--- src/hw/rtl/nmeatr_pkg.sv ---
// Shared types, constants and helpers for the NMEA talker-ID rewriter.
// No dependencies; every other file of the block refers to this package.
package nmeatr_pkg;

	localparam int unsigned MAX_BODY_BYTES = 511;
	localparam int unsigned CNT_W          = $clog2(MAX_BODY_BYTES + 1);
	localparam int unsigned CFG_IDX_W      = 3;
	localparam int unsigned BYTE_W         = 8;

	localparam logic [BYTE_W-1:0] CH_DOLLAR = 8'h24;
	localparam logic [BYTE_W-1:0] CH_STAR   = 8'h2A;
	localparam logic [BYTE_W-1:0] CH_NUL    = 8'h00;

	typedef enum logic [CFG_IDX_W-1:0] {
		REG_ENABLE     = 3'd0,
		REG_MATCH_ANY  = 3'd1,
		REG_SRC_FIRST  = 3'd2,
		REG_SRC_SECOND = 3'd3,
		REG_DST_FIRST  = 3'd4,
		REG_DST_SECOND = 3'd5
	} reg_idx_t;

	typedef enum logic [2:0] {
		PH_IDLE   = 3'd0,
		PH_DOLLAR = 3'd1,
		PH_FIRST  = 3'd2,
		PH_BODY   = 3'd3,
		PH_STAR   = 3'd4,
		PH_DIGIT1 = 3'd5
	} phase_t;

	typedef struct packed {
		logic              enable;
		logic              match_any;
		logic [BYTE_W-1:0] src_first;
		logic [BYTE_W-1:0] src_second;
		logic [BYTE_W-1:0] dst_first;
		logic [BYTE_W-1:0] dst_second;
	} cfg_t;

	// uppercase hex character for one nibble
	function automatic logic [BYTE_W-1:0] hex_digit(input logic [3:0] nib);
		logic [BYTE_W-1:0] wide;
		begin
			wide = {4'h0, nib};
			hex_digit = (nib < 4'd10) ? (8'h30 + wide) : (8'h37 + wide);
		end
	endfunction

endpackage

--- src/hw/rtl/nmeatr_in_if.sv ---
// Input stream channel: one received byte per word, valid/ready handshake.
// Depends on nmeatr_pkg for the byte width.
interface nmeatr_in_if;
	logic                            valid;
	logic                            ready;
	logic [nmeatr_pkg::BYTE_W-1:0]   in_byte;
	logic                            end_of_read;

	modport source (output valid, output in_byte, output end_of_read, input ready);
	modport sink   (input valid, input in_byte, input end_of_read, output ready);
endinterface

--- src/hw/rtl/nmeatr_out_if.sv ---
// Output stream channel: one passed or rewritten byte per word.
// Depends on nmeatr_pkg for the byte width.
interface nmeatr_out_if;
	logic                            valid;
	logic                            ready;
	logic [nmeatr_pkg::BYTE_W-1:0]   out_byte;
	logic                            was_rewritten;
	logic                            end_of_read_out;

	modport source (output valid, output out_byte, output was_rewritten,
		output end_of_read_out, input ready);
	modport sink   (input valid, input out_byte, input was_rewritten,
		input end_of_read_out, output ready);
endinterface

--- src/hw/rtl/nmeatr_cfg_if.sv ---
// Configuration write channel: register index and write data per word.
// Depends on nmeatr_pkg for index and data widths.
interface nmeatr_cfg_if;
	logic                               valid;
	logic                               ready;
	logic [nmeatr_pkg::CFG_IDX_W-1:0]   addr;
	logic [nmeatr_pkg::BYTE_W-1:0]      data;

	modport source (output valid, output addr, output data, input ready);
	modport sink   (input valid, input addr, input data, output ready);
endinterface

--- src/hw/rtl/nmeatr_cfg_regs.sv ---
// Configuration register file of the talker-ID rewriter.
// Depends on nmeatr_pkg and nmeatr_cfg_if.
module nmeatr_cfg_regs (
	input  logic                 clk,
	input  logic                 arst_n,
	nmeatr_cfg_if.sink           cfg,
	output nmeatr_pkg::cfg_t     regs
);

	nmeatr_pkg::cfg_t regs_q;

	assign cfg.ready = 1'b1;
	assign regs      = regs_q;

	always_ff @(posedge clk or negedge arst_n) begin
		if (!arst_n) begin
			regs_q.enable     <= 1'b0;
			regs_q.match_any  <= 1'b1;
			regs_q.src_first  <= 8'h47;
			regs_q.src_second <= 8'h50;
			regs_q.dst_first  <= 8'h47;
			regs_q.dst_second <= 8'h50;
		end else if (cfg.valid) begin
			unique case (cfg.addr)
				nmeatr_pkg::REG_ENABLE:     regs_q.enable     <= cfg.data[0];
				nmeatr_pkg::REG_MATCH_ANY:  regs_q.match_any  <= cfg.data[0];
				nmeatr_pkg::REG_SRC_FIRST:  regs_q.src_first  <= cfg.data;
				nmeatr_pkg::REG_SRC_SECOND: regs_q.src_second <= cfg.data;
				nmeatr_pkg::REG_DST_FIRST:  regs_q.dst_first  <= cfg.data;
				nmeatr_pkg::REG_DST_SECOND: regs_q.dst_second <= cfg.data;
				default: ; // unmapped index, write dropped
			endcase
		end
	end

endmodule

--- src/hw/rtl/nmeatr_xlate.sv ---
// Sentence tracker: phase, running XOR and body count, plus byte substitution.
// Depends on nmeatr_pkg. State advances only when step is high.
module nmeatr_xlate (
	input  logic                              clk,
	input  logic                              arst_n,
	input  nmeatr_pkg::cfg_t                  regs,
	input  logic                              step,
	input  logic [nmeatr_pkg::BYTE_W-1:0]     in_byte,
	output logic [nmeatr_pkg::BYTE_W-1:0]     out_byte,
	output logic                              was_rewritten
);

	localparam int unsigned CW = nmeatr_pkg::CNT_W;
	localparam logic [CW-1:0] CNT_LIMIT = CW'(nmeatr_pkg::MAX_BODY_BYTES);

	nmeatr_pkg::phase_t phase_q, phase_d;
	logic [nmeatr_pkg::BYTE_W-1:0] xor_q, xor_d, xor_w;
	logic [CW-1:0] cnt_q, cnt_d, cnt_w;
	logic active, first_ok, second_ok, pre_star;

	assign active    = regs.enable && (in_byte != nmeatr_pkg::CH_NUL);
	assign first_ok  = regs.match_any || (in_byte == regs.src_first);
	assign second_ok = regs.match_any || (in_byte == regs.src_second);
	assign pre_star  = (phase_q == nmeatr_pkg::PH_IDLE) || (phase_q == nmeatr_pkg::PH_DOLLAR)
		|| (phase_q == nmeatr_pkg::PH_FIRST) || (phase_q == nmeatr_pkg::PH_BODY);

	// next state
	always_comb begin
		xor_w   = xor_q;
		cnt_w   = cnt_q;
		// overlong body: count restarts, checksum too before the star
		if (cnt_q >= CNT_LIMIT) begin
			cnt_w = '0;
			if (pre_star) begin
				xor_w = '0;
			end
		end
		phase_d = phase_q;
		xor_d   = xor_w;
		cnt_d   = cnt_w;
		unique case (phase_q)
			nmeatr_pkg::PH_IDLE: begin
				if (in_byte == nmeatr_pkg::CH_DOLLAR) begin
					phase_d = nmeatr_pkg::PH_DOLLAR;
					xor_d   = '0;
					cnt_d   = '0;
				end
			end
			nmeatr_pkg::PH_DOLLAR: begin
				if (first_ok) begin
					phase_d = nmeatr_pkg::PH_FIRST;
					xor_d   = xor_w ^ regs.dst_first;
					cnt_d   = cnt_w + 1'b1;
				end else begin
					phase_d = nmeatr_pkg::PH_IDLE;
					cnt_d   = '0;
				end
			end
			nmeatr_pkg::PH_FIRST: begin
				if (second_ok) begin
					phase_d = nmeatr_pkg::PH_BODY;
					xor_d   = xor_w ^ regs.dst_second;
					cnt_d   = cnt_w + 1'b1;
				end else begin
					phase_d = nmeatr_pkg::PH_IDLE;
					cnt_d   = '0;
				end
			end
			nmeatr_pkg::PH_BODY: begin
				if (in_byte == nmeatr_pkg::CH_STAR) begin
					phase_d = nmeatr_pkg::PH_STAR;
				end else begin
					xor_d = xor_w ^ in_byte;
					cnt_d = cnt_w + 1'b1;
				end
			end
			nmeatr_pkg::PH_STAR: begin
				phase_d = nmeatr_pkg::PH_DIGIT1;
			end
			nmeatr_pkg::PH_DIGIT1: begin
				phase_d = nmeatr_pkg::PH_IDLE;
				cnt_d   = '0;
			end
			default: begin
				phase_d = nmeatr_pkg::PH_IDLE;
				cnt_d   = '0;
			end
		endcase
	end

	// byte substitution
	always_comb begin
		out_byte      = in_byte;
		was_rewritten = 1'b0;
		if (active) begin
			unique case (phase_q)
				nmeatr_pkg::PH_DOLLAR: begin
					if (first_ok) begin
						out_byte      = regs.dst_first;
						was_rewritten = 1'b1;
					end
				end
				nmeatr_pkg::PH_FIRST: begin
					if (second_ok) begin
						out_byte      = regs.dst_second;
						was_rewritten = 1'b1;
					end
				end
				nmeatr_pkg::PH_STAR: begin
					out_byte      = nmeatr_pkg::hex_digit(xor_q[7:4]);
					was_rewritten = 1'b1;
				end
				nmeatr_pkg::PH_DIGIT1: begin
					out_byte      = nmeatr_pkg::hex_digit(xor_q[3:0]);
					was_rewritten = 1'b1;
				end
				default: ;
			endcase
		end
	end

	always_ff @(posedge clk or negedge arst_n) begin
		if (!arst_n) begin
			phase_q <= nmeatr_pkg::PH_IDLE;
			xor_q   <= '0;
			cnt_q   <= '0;
		end else if (step && active) begin
			phase_q <= phase_d;
			xor_q   <= xor_d;
			cnt_q   <= cnt_d;
		end
	end

endmodule

--- src/hw/rtl/nmea_talker_id_rewriter_core.sv ---
// NMEA 0183 talker-ID rewriter with checksum regeneration, two-stage pipeline.
// Depends on nmeatr_pkg, the three channel interfaces, nmeatr_cfg_regs and nmeatr_xlate.
//
// Usage:
//   item   - input stream, one byte (plus end-of-read flag) per word.
//   result - output stream, exactly one word per input word, in order.
//   cfg    - register writes (enable, match-any, source and destination
//            talker characters); always ready, write only while the stream
//            is drained.
// From input acceptance to result acceptance a word passes one input
// register, then the substitution and state update land in the result
// register. Throughput is one byte per cycle while the receiver does not
// stall, as the phase / XOR / count registers update at every step.
// A stalled receiver holds the result register; the input register keeps
// taking a word while the result register is being emptied in the same
// cycle, so item.ready follows result.ready through one stage.
// Reset clears both valid flags, returns the tracker to waiting for '$'
// and loads the default registers (disabled, match any, "GP" to "GP").
module nmea_talker_id_rewriter_core (
	input  logic            clk,
	input  logic            arst_n,
	nmeatr_in_if.sink       item,
	nmeatr_out_if.source    result,
	nmeatr_cfg_if.sink      cfg
);

	nmeatr_pkg::cfg_t regs;

	logic                              valid_s1;
	logic [nmeatr_pkg::BYTE_W-1:0]     byte_s1;
	logic                              eor_s1;
	logic                              valid_s2;
	logic [nmeatr_pkg::BYTE_W-1:0]     byte_s2;
	logic                              rw_s2;
	logic                              eor_s2;
	logic                              s2_free, step;
	logic [nmeatr_pkg::BYTE_W-1:0]     sub_byte;
	logic                              sub_rw;

	nmeatr_cfg_regs u_cfg (
		.clk    (clk),
		.arst_n (arst_n),
		.cfg    (cfg),
		.regs   (regs)
	);

	assign s2_free    = !valid_s2 || result.ready;
	assign step       = valid_s1 && s2_free;
	assign item.ready = !valid_s1 || s2_free;

	nmeatr_xlate u_xlate (
		.clk           (clk),
		.arst_n        (arst_n),
		.regs          (regs),
		.step          (step),
		.in_byte       (byte_s1),
		.out_byte      (sub_byte),
		.was_rewritten (sub_rw)
	);

	always_ff @(posedge clk or negedge arst_n) begin
		if (!arst_n) begin
			valid_s1 <= 1'b0;
		end else if (item.ready) begin
			valid_s1 <= item.valid;
		end
	end

	always_ff @(posedge clk) begin
		if (item.ready && item.valid) begin
			byte_s1 <= item.in_byte;
			eor_s1  <= item.end_of_read;
		end
	end

	always_ff @(posedge clk or negedge arst_n) begin
		if (!arst_n) begin
			valid_s2 <= 1'b0;
		end else if (s2_free) begin
			valid_s2 <= valid_s1;
		end
	end

	always_ff @(posedge clk) begin
		if (step) begin
			byte_s2 <= sub_byte;
			rw_s2   <= sub_rw;
			eor_s2  <= eor_s1;
		end
	end

	assign result.valid           = valid_s2;
	assign result.out_byte        = byte_s2;
	assign result.was_rewritten   = rw_s2;
	assign result.end_of_read_out = eor_s2;

endmodule

--- src/flat_wrapper.sv ---
// flat-port wrapper written by rule: the top's interface ports become plain ports
module nmea_talker_id_rewriter_core_flat 
  (clk, arst_n, item_valid, item_in_byte, item_end_of_read, item_ready, result_valid, result_out_byte, result_was_rewritten, result_end_of_read_out, result_ready, cfg_valid, cfg_addr, cfg_data, cfg_ready);
  nmeatr_in_if item_i ();
  nmeatr_out_if result_i ();
  nmeatr_cfg_if cfg_i ();
  input  logic clk;
  input  logic arst_n;
  input wire logic [$bits(item_i.valid)-1:0] item_valid;
  input wire logic [$bits(item_i.in_byte)-1:0] item_in_byte;
  input wire logic [$bits(item_i.end_of_read)-1:0] item_end_of_read;
  output wire logic [$bits(item_i.ready)-1:0] item_ready;
  output wire logic [$bits(result_i.valid)-1:0] result_valid;
  output wire logic [$bits(result_i.out_byte)-1:0] result_out_byte;
  output wire logic [$bits(result_i.was_rewritten)-1:0] result_was_rewritten;
  output wire logic [$bits(result_i.end_of_read_out)-1:0] result_end_of_read_out;
  input wire logic [$bits(result_i.ready)-1:0] result_ready;
  input wire logic [$bits(cfg_i.valid)-1:0] cfg_valid;
  input wire logic [$bits(cfg_i.addr)-1:0] cfg_addr;
  input wire logic [$bits(cfg_i.data)-1:0] cfg_data;
  output wire logic [$bits(cfg_i.ready)-1:0] cfg_ready;
  assign item_i.valid = item_valid;
  assign item_i.in_byte = item_in_byte;
  assign item_i.end_of_read = item_end_of_read;
  assign item_ready = item_i.ready;
  assign result_valid = result_i.valid;
  assign result_out_byte = result_i.out_byte;
  assign result_was_rewritten = result_i.was_rewritten;
  assign result_end_of_read_out = result_i.end_of_read_out;
  assign result_i.ready = result_ready;
  assign cfg_i.valid = cfg_valid;
  assign cfg_i.addr = cfg_addr;
  assign cfg_i.data = cfg_data;
  assign cfg_ready = cfg_i.ready;
  nmea_talker_id_rewriter_core u_core (.clk(clk), .arst_n(arst_n), .item(item_i), .result(result_i), .cfg(cfg_i));
endmodule
--- config.mk ---
export PLATFORM = sky130hd
export DESIGN_NAME = nmea_talker_id_rewriter_core_flat
export DESIGN_NICKNAME = d
export VERILOG_FILES = /design/src/hw/rtl/nmeatr_pkg.sv /design/src/hw/rtl/nmeatr_in_if.sv /design/src/hw/rtl/nmeatr_out_if.sv /design/src/hw/rtl/nmeatr_cfg_if.sv /design/src/hw/rtl/nmeatr_cfg_regs.sv /design/src/hw/rtl/nmeatr_xlate.sv /design/src/hw/rtl/nmea_talker_id_rewriter_core.sv /design/src/flat_wrapper.sv
export SDC_FILE = /design/constraint.sdc
export NUM_CORES = 1
export LEC_CHECK = 0
export ABC_CLOCK_PERIOD_IN_PS = 3500
export BUFFER_PORTS_ARGS = -buffer_cell sky130_fd_sc_hd__buf_2
export CAP_MARGIN = 20
export CORE_MARGIN = 5
export CORE_UTILIZATION = 30
export CTS_BUF_LIST = sky130_fd_sc_hd__clkbuf_2
export CTS_CLUSTER_SIZE = 28
export DETAILED_ROUTE_END_ITERATION = 7
export GPL_TIMING_DRIVEN = 0
export MAX_ROUTING_LAYER = met4
export PLACE_DENSITY_LB_ADDON = 0.3
export SLEW_MARGIN = 10
export SYNTH_ARGS = -nofsm -noshare
export SYNTH_HDL_FRONTEND = slang
export SYNTH_SLANG_ARGS = --single-unit
--- constraint.sdc ---
create_clock -name clk -period 3.5 [get_ports clk]
set_input_delay 0.7 -clock clk [delete_from_list [all_inputs] [get_ports clk]]
set_output_delay 0.7 -clock clk [all_outputs]
set_load 0.03 [all_outputs]
### Word-level counts from Yosys, hierarchy flattened

Index checks and enable logic that the tools add are counted.

* output and inout port bits: 13
* bits in registers: 75
* input bits: 25
* word-level logic and storage cells: 94

* add/sub/neg operators: 5
* magnitude comparators: 3
* reductions and logical operators: 24
* equal/unequal tests: 16
* muxes and demuxes: 27
* bitwise gates (word level): 3

Operators by type and width (count)
* two-way mux 8 bit: 9
* case mux 8 bit (4 select lines): 2
* two-way mux 9 bit: 5
* case mux 9 bit (5 select lines): 1
* adder 6 x 4 -> 7 bit (first input constant): 4
* XOR 8 bit: 3
* == test 8 x 6 -> 1 bit (second input constant): 2
* == test 8 bit: 2
* case mux 3 bit (5 select lines): 1
* two-way mux 7 bit: 2
* == test 3 x 2 -> 1 bit (second input constant): 4
* == test 3 bit (second input constant): 4
* AND reduction 2 bit: 6
* adder 9 x 1 -> 9 bit (second input constant): 1
* greater-or-equal comparator 9 bit (second input constant): 1
* < comparator 4 bit (second input constant): 2
* nonzero test 8 bit: 1
* logical OR 1 bit: 7
* == test 3 x 1 -> 1 bit (second input constant): 2
* logical NOT 3 bit: 2
* two-way mux 3 bit: 2
* logical AND 1 bit: 4
* two-way mux 2 bit: 2
* inequality test 2 x 1 -> 1 bit (second input constant): 2
* other kinds (5): 7

### Depth between registers and ports, before layout

Gate-level depths: netlist (run 1).

* depth in word-level cells: 9
* mapped depth: 10
* mapped depth without buffers: 8

### Hierarchy

Synthesis (run 1) repeated with hierarchy kept, for this count alone.

* cell total of the unflattened synthesis: 391
* area total of the unflattened synthesis: 4231.6 sq um

Modules (own cells, without submodules)
* nmeatr_xlate: area each 2167.1 sq um, times used 1, seq. area each 500.5 sq um, cells an instance 286
* nmeatr_cfg_regs: area each 1390.1 sq um, times used 1, seq. area each 867.1 sq um, cells an instance 78
* nmea_talker_id_rewriter_core: area each 674.4 sq um, times used 1, seq. area each 620.6 sq um, cells an instance 27

### Worst setup path before layout (run 1)

OpenSTA, ideal clock, no wires.

* kind: register to register
* start: reg u_core.byte_s1[4] (netlist bit)
* end: reg u_core.u_xlate.cnt_q[4]
* slack: 1243 ps
* stages on the path, launching flop included: 7
* data required time: 3379 ps
* setup time: 121 ps
* clock period less this slack: 2257 ps
* data arrival time: 2137 ps
* buffers on the path: 0
* cells stage by stage: edfxtp_1 > or4_4 > or3_1 > a22o_1 > a21oi_4 > o21ai_2 > a22o_1

* word-level cells in the longest chain between the ends: 4
* elaborated cells on any way between the ends: 14
* those cells by class: 4 x eq/ne; 5 x mux; 5 x reduce/logical

RTL lines
* start: declaration: line nmea_talker_id_rewriter_core.sv:30 `logic [nmeatr_pkg::BYTE_W-1:0] byte_s1;`
* start signal: assignment: line nmea_talker_id_rewriter_core.sv:71 `byte_s1 <= item.in_byte;`
* == test 8 bit, on equally long branches: line nmeatr_xlate.sv:23, nmeatr_xlate.sv:22
* logical OR 1 bit, on equally long branches: line nmeatr_xlate.sv:23, nmeatr_xlate.sv:22
* two-way mux 9 bit, on equally long branches: line nmeatr_xlate.sv:60, nmeatr_xlate.sv:50
* case mux 9 bit (5 select lines): line nmeatr_xlate.sv:41 `unique case (phase_q)`
* end signal: assignment: line nmeatr_xlate.sv:130 `cnt_q <= cnt_d;`
* end: declaration: line nmeatr_xlate.sv:18 `logic [CW-1:0] cnt_q, cnt_d, cnt_w;`

Parallel ways exist; a longest one is shown, timed or not.
A chain may end at the register's enable or synchronous reset.

### Worst setup path in the final report (run 1)

* start: reg u_core.byte_s1[6] (netlist bit)
* end: reg u_core.u_xlate.xor_q[2] (netlist bit)

* word-level cells in the longest chain between the ends: 4
* elaborated cells on any way between the ends: 14
* those cells by class: 4 x eq/ne; 5 x mux; 5 x reduce/logical

RTL lines
* == test 8 bit, on equally long branches: line nmeatr_xlate.sv:23, nmeatr_xlate.sv:22
* logical OR 1 bit, on equally long branches: line nmeatr_xlate.sv:23, nmeatr_xlate.sv:22
* two-way mux 8 bit, on equally long branches: line nmeatr_xlate.sv:60, nmeatr_xlate.sv:50
* case mux 8 bit (4 select lines): line nmeatr_xlate.sv:41
* end signal: assignment: line nmeatr_xlate.sv:129 `xor_q <= xor_d;`
* end: declaration: line nmeatr_xlate.sv:17 `logic [nmeatr_pkg::BYTE_W-1:0] xor_q, xor_d, xor_w;`

Parallel ways exist; a longest one is shown, timed or not.

==> results.json, run 1 <==
{
  "routed_wirelength_um": 10300,
  "synthAdderAreaFrac_pct": 0.613,
  "slowest_stage": "or4_4",
  "dp_cells": 584,
  "layout.nets": 446,
  "synth_top_family_by_area": "compound AO/OA/AOI/OAI gates",
  "cts_buffer_depth": 2,
  "synthSimpleGateAreaFrac_pct": 13.2,
  "path_buf_inv": 0,
  "clock_skew_ns": 0.0415,
  "grt_pass1_wl_um": 16800,
  "slew_headroom_pct": 32.1,
  "cts_buffers": 9,
  "worstPathMaxFanout": 6,
  "drt-initial-drc-count": 240,
  "postPlaceCellArea_um2": 4490,
  "final_area_um2": 4640,
  "critPathMaxStageDelay_ns": 0.64,
  "detailroute.via_count": 3211,
  "synth_xor_xnor_area_share_pct": 3.86,
  "ir_drop_mv": 0.294,
  "h-tree-depth": 3,
  "worstPathCellList": "or4_4, o21ai_0, nand2_1, nor3_1, o21ai_0, o32ai_1, a21oi_1",
  "seqCellArea_um2": 1990,
  "synth_edf_count": 19,
  "post_drt_wl_per_cell_um": 17.2,
  "clockPowerShare_pct": 19.9,
  "fp-row-count": 42,
  "tns_ns": 0,
  "cpMostUsedCell": "o21ai_0",
  "avgSynthCellArea_um2": 11.0,
  "crit_path_end_kind": "flop",
  "slew_viol_final": 0,
  "clock.fmax_mhz": 350,
  "track_usage_pct": 13.5,
  "insertion_delay_ns": 0.55,
  "reg2reg_depth": 7,
  "cts_resized": 0,
  "sw_frac_of_total_pct": 39.3,
  "internal_power_mw": 1.82,
  "layout_commonest_cell": "dfrtp_1",
  "synth_warnings": 0,
  "num_antenna_cells": 0,
  "postSynthCellCount": 372,
  "avgViaCountPerCell": 5.35,
  "p_per_area_nw_per_um2": 646,
  "rsz0062_at_grt": "no",
  "synth_cell_types": 65,
  "dp_hpwl_um": 7390,
  "worstPathArrival_ns": 3.29,
  "gr-total-overflow": 0,
  "die_height_um": 127,
  "drive_above_1_share_pct": 30.0,
  "status": "completed",
  "clock_sinks": 75,
  "hold_buffers": 0,
  "syn-num-nets": 399,
  "power.total_mw": 3.00,
  "synth-compound-area-share_pct": 19.0,
  "ys_ff_latch": 75,
  "p_sw_mw": 1.18,
  "path_clk_slew_ns": 0.26,
  "startpoint_type": "flop",
  "cp_data_required_time_ns": 3.93,
  "antenna_found_initial": 0,
  "holdWs_ns": 0.173,
  "fin_cells": 600,
  "die_area_um2": 16000,
  "drt.antenna.violating_nets": 0,
  "power.share.sequential_pct": 42.8,
  "grt_pass1_vias": 3193,
  "die_w_um": 127,
  "async_flop_share_pct": 74.7,
  "multiInputGateArea_um2": 1910,
  "min_period_ns": 2.86,
  "place_congestion": 0.856,
  "setup_viol": 0,
  "drc": 0,
  "tightest_slew_ns": 1.02,
  "p_leak_nw": 1.81,
  "critPathKind": "flop to flop",
  "fillCellCount": 1338,
  "mostFrequentLayoutCells": "dfrtp_1 (43), buf_2 (38), mux2_2 (34)",
  "boundaryPins": 38,
  "cts-root-buf": "clkbuf_2",
  "synth_mux_area_share_pct": 9.99,
  "cpLargestDelayFamily": "simple AND/OR/NAND/NOR gates",
  "yosysSeqAreaShare_pct": 48.7,
  "first_pass_iters": 5,
  "hold_violations": 0,
  "design.core.area_um2": 13300,
  "initial_core_util_pct": 30.7,
  "area_growth_pct": 13.6,
  "synth_area_um2": 4080,
  "portBuffers": 35,
  "p_comb_share_pct": 37.3,
  "cp_num_cells": 7,
  "hold_path_class": "input port to async pin",
  "cts_setup_buffers": 0,
  "fin_crit_sh_pct": 81.7,
  "cts_tree": "built",
  "synthFlopType": "dfrtp_1",
  "maxCapViolations": 0,
  "grt_max_degree": 57
}
==> metrics by stage <==
stage	util, %	worst slack (ns)
6_report	34.9	0.639
5_1_grt	34.9	0.339
4_1_cts	34.9	0.720
3_5_place_dp	33.7	0.749
3_3_place_gp	33.7	0.756
2_1_floorplan	-	1.24
==> synthesized netlist by cell type, types with 5 or more instances <==
cell type / n / share of area, %
o221ai_1: 5 / 1.1
dfstp_2: 13 / 8.4
xor2_1: 12 / 2.6
clkbuf_1: 6 / 0.55
clkbuf_8: 6 / 2.0
a22oi_1: 10 / 1.8
o32ai_1: 5 / 1.1
nor3b_1: 6 / 1.1
a31oi_1: 8 / 1.2
mux2_2: 34 / 9.4
o21ai_0: 25 / 3.1
edfxtp_1: 19 / 14
a221oi_1: 5 / 1.1
nor2_1: 21 / 1.9
or3_1: 6 / 0.92
nor3_1: 5 / 0.61
nand3_1: 6 / 0.74
a22o_1: 6 / 1.3
xnor2_1: 6 / 1.3
inv_1: 9 / 0.83
nand2_1: 27 / 2.5
a21oi_1: 27 / 3.3
dfrtp_1: 43 / 26
==> state kept, by name (all words and copies together), names as in the netlist, 3 cells and up <==
| signal | flops |
|---|---|
| u_core.u_xlate.phase_q | 3 |
| u_core.byte_s1 | 8 |
| u_core.u_xlate.xor_q | 8 |
| u_core.result.out_byte | 8 |
| u_core.u_xlate.cnt_q | 9 |
| u_core.u_cfg.regs | 34 |
==> power groups by stage <==
stage / clock (mW) / combinational [mW] / sequential (mW)
floorplan: 0 / 0.806 / 1.29
global placement: 0 / 1.09 / 1.29
detailed placement: 0 / 1.11 / 1.30
CTS: 0.617 / 1.11 / 1.28
global route: 0.663 / 1.23 / 1.30
finish: 0.598 / 1.12 / 1.28
==> logic make-up after synthesis <==
family | count (synthesis)
AND/OR/NAND/NOR | 100
XOR/XNOR | 18
other | 1
buffers and inverters | 28
flip-flops | 75
multiplexers | 36
adder cells (fa/ha/maj) | 2
AO/OA/AOI/OAI | 112
==> area by class of cell <==
type / instances / share of cell area (%)
clock buffer: 9 / 0.971
inverter: 9 / 0.728
clock inverter: 7 / 2.32
buffer: 19 / 3.26
sequential: 75 / 42.9
multi-input combinational: 269 / 41.2
tap: 176 / 4.75
timing repair buffer: 36 / 3.94
==> per-layer routing <==
layer | vias to the layer above | GRT usage (%) | wire (µm)
met4 | 0 | 4.23 | 203
met1 | 1580 | 18.0 | 4740
met5 | - | - | 0
met3 | 18 | 2.94 | 546
met2 | 117 | 20.6 | 4830
li1 | 1496 | - | -
==> final timing paths <==
| path | from | endpoint | slack, ns |
|---|---|---|---|
| hold reg to reg | u_core.eor_s1 | u_core.result.end_of_read_out | 0.48 |
| hold / removal | arst_n | u_core.u_cfg.regs[0] | 0.17 |
| max in group asynchronous | arst_n | u_core.u_xlate.cnt_q[2] | 2.82 |
| min in group clk | item_in_byte[0] | u_core.byte_s1[0] | 0.32 |
| setup / recovery | u_core.byte_s1[6] | u_core.u_xlate.xor_q[2] | 0.64 |
| setup reg to reg | u_core.byte_s1[6] | u_core.u_xlate.xor_q[2] | 0.64 |
Note: power is estimated with default switching activity, not from simulation.
==> inputs of run 2 (changes only) <==
--- a/config.mk
+++ b/config.mk
@@ -5,7 +5,7 @@
 export SDC_FILE = /design/constraint.sdc
 export NUM_CORES = 1
 export LEC_CHECK = 0
-export ABC_CLOCK_PERIOD_IN_PS = 3500
+export ABC_CLOCK_PERIOD_IN_PS = 3000
 export BUFFER_PORTS_ARGS = -buffer_cell sky130_fd_sc_hd__buf_2
 export CAP_MARGIN = 20
 export CORE_MARGIN = 5
==> constraint.sdc (replaced) <==
create_clock -name clk -period 3 [get_ports clk]
set_input_delay 0.6 -clock clk [delete_from_list [all_inputs] [get_ports clk]]
set_output_delay 0.6 -clock clk [all_outputs]
set_load 0.03 [all_outputs]
==> run 2 against run 1 <==
Core utilization about the same. Via count stayed put. Global-route usage is the same. Wire length down 0.63%. Highest routed layer unchanged. First-iteration DRC count up 9.6%. Clock skew fell by 0.0064 ns. Sequential share of layout area hardly changed. Flip-flop and latch count did not move. Register-to-register slack worse by 0.34 ns. Non-clock buffer count unchanged. Clock-buffer cell count unchanged. Cell area grew 0.11%.
==> results.json, run 2 (same netlist as run 1, synthesis figures left out) <==
{
  "fin_util_pct": 34.9,
  "die_area_um2": 16000,
  "startpoint_type": "flop",
  "worstPathCellList": "or4_4, o31a_2, o21ai_1, or3_1, buf_2, nand2_1, o21ai_0",
  "crit_path_end_kind": "flop",
  "drive_above_1_share_pct": 30.2,
  "ir_drop_mv": 0.341,
  "hold_buffers": 0,
  "setup_viol": 0,
  "die_height_um": 127,
  "maxCapViolations": 0,
  "layout.nets": 446,
  "slowest_stage": "or4_4",
  "critPathMaxStageDelay_ns": 0.63,
  "hold_path_class": "input port to async pin",
  "fin_cells": 600,
  "tns_ns": 0,
  "hold_violations": 0,
  "tightest_slew_ns": 0.965,
  "design.core.area_um2": 13300,
  "die_w_um": 127,
  "path_clk_slew_ns": 0.25,
  "power.total_mw": 3.50,
  "status": "completed",
  "h-tree-depth": 3,
  "cpLargestDelayFamily": "simple AND/OR/NAND/NOR gates",
  "path_buf_inv": 1,
  "cts_buffers": 9,
  "drt.antenna.violating_nets": 0,
  "drt-initial-drc-count": 263,
  "cts_buffer_depth": 2,
  "place_congestion": 0.856,
  "cts_tree": "built",
  "grt_max_degree": 57,
  "grt_pass1_wl_um": 16800,
  "p_leak_nw": 1.82,
  "clock.fmax_mhz": 370,
  "antenna_found_initial": 0,
  "post_drt_wl_per_cell_um": 17.1,
  "routed_wirelength_um": 10300,
  "boundaryPins": 38,
  "dp_hpwl_um": 7390,
  "track_usage_pct": 13.5,
  "min_period_ns": 2.70,
  "detailroute.via_count": 3211,
  "fp-row-count": 42,
  "slew_viol_final": 0,
  "fin_ws_ns": 0.297,
  "final_area_um2": 4640,
  "largest_reg_flops": 34,
  "initial_core_util_pct": 30.7,
  "gr-total-overflow": 0,
  "wl_met3_um": 647,
  "rsz0062_at_grt": "no",
  "layout_commonest_cell": "dfrtp_1",
  "clock_sinks": 75,
  "drc": 0,
  "holdWs_ns": 0.0827,
  "fillCellCount": 1338,
  "critPathKind": "flop to flop",
  "avgViaCountPerCell": 5.35,
  "wl_met1_um": 4590,
  "area_growth_pct": 13.7,
  "place_ws_ns": 0.249,
  "wl_met2_um": 4840,
  "cp_data_required_time_ns": 3.38,
  "worstPathArrival_ns": 3.08,
  "portBuffers": 35,
  "routed.top_layer": "met4",
  "slew_headroom_pct": 35.5,
  "dp_cells": 584,
  "first_pass_iters": 5,
  "grt_pass1_vias": 3193,
  "num_antenna_cells": 0,
  "fin_crit_sh_pct": 90.1,
  "postPlaceCellArea_um2": 4490,
  "worstPathMaxFanout": 9,
  "cts-root-buf": "clkbuf_2",
  "p_per_area_nw_per_um2": 753,
  "insertion_delay_ns": 0.54,
  "mostFrequentLayoutCells": "dfrtp_1 (43), buf_2 (38), mux2_2 (34)",
  "clock_skew_ns": 0.0351
}
[run 2: timing repair]
action	4_1_cts	5_1_grt
endpoints found under the setup margin	0	5
gates resized for setup	0	2
setup buffers	0	0
[run 2: routing by layer]
layer / track usage, % / vias up
met5: - / -
met4: 4.23 / 0
met3: 2.94 / 17
met2: 20.6 / 126
met1: 18.0 / 1569
li1: - / 1499
[run 2: power by group]
part	switching (mW)	internal (mW)
clock	0.402	0.294
sequential	0.195	1.30
combinational	0.776	0.530
[run 2: worst register-to-register path, stage by stage (launching register included)]
cell	delay, ns
edfxtp_1	0.61
or4_4	0.64
o31a_2	0.38
o21ai_1	0.37
or3_1	0.20
buf_2	0.20
nand2_1	0.07
o21ai_0	0.09
[run 2: final cells by class]
cell class                 instances  area (µm²)  share of cell area [%]
inverter                           9        33.8                   0.728
clock inverter                     7         108                    2.32
timing repair buffer              36         183                    3.93
multi-input combinational        269        1910                    41.2
clock buffer                       9        45.0                   0.970
sequential                        75        1990                    42.8
buffer                            19         151                    3.26
tap                              176         220                    4.74
[run 2: worst paths after layout]
check                             startpoint                       endpoint  slack [ns]  cells past startpoint
setup reg to reg           u_core.byte_s1[6]      u_core.result.out_byte[0]        0.30                      7
hold / removal                        arst_n           u_core.u_cfg.regs[0]        0.08                      1
max in group asynchronous             arst_n        u_core.u_xlate.cnt_q[2]        2.41                      1
setup / recovery           u_core.byte_s1[6]      u_core.result.out_byte[0]        0.30                      7
hold reg to reg                u_core.eor_s1  u_core.result.end_of_read_out        0.48                      0
min in group clk             item_in_byte[0]              u_core.byte_s1[0]        0.23                      1
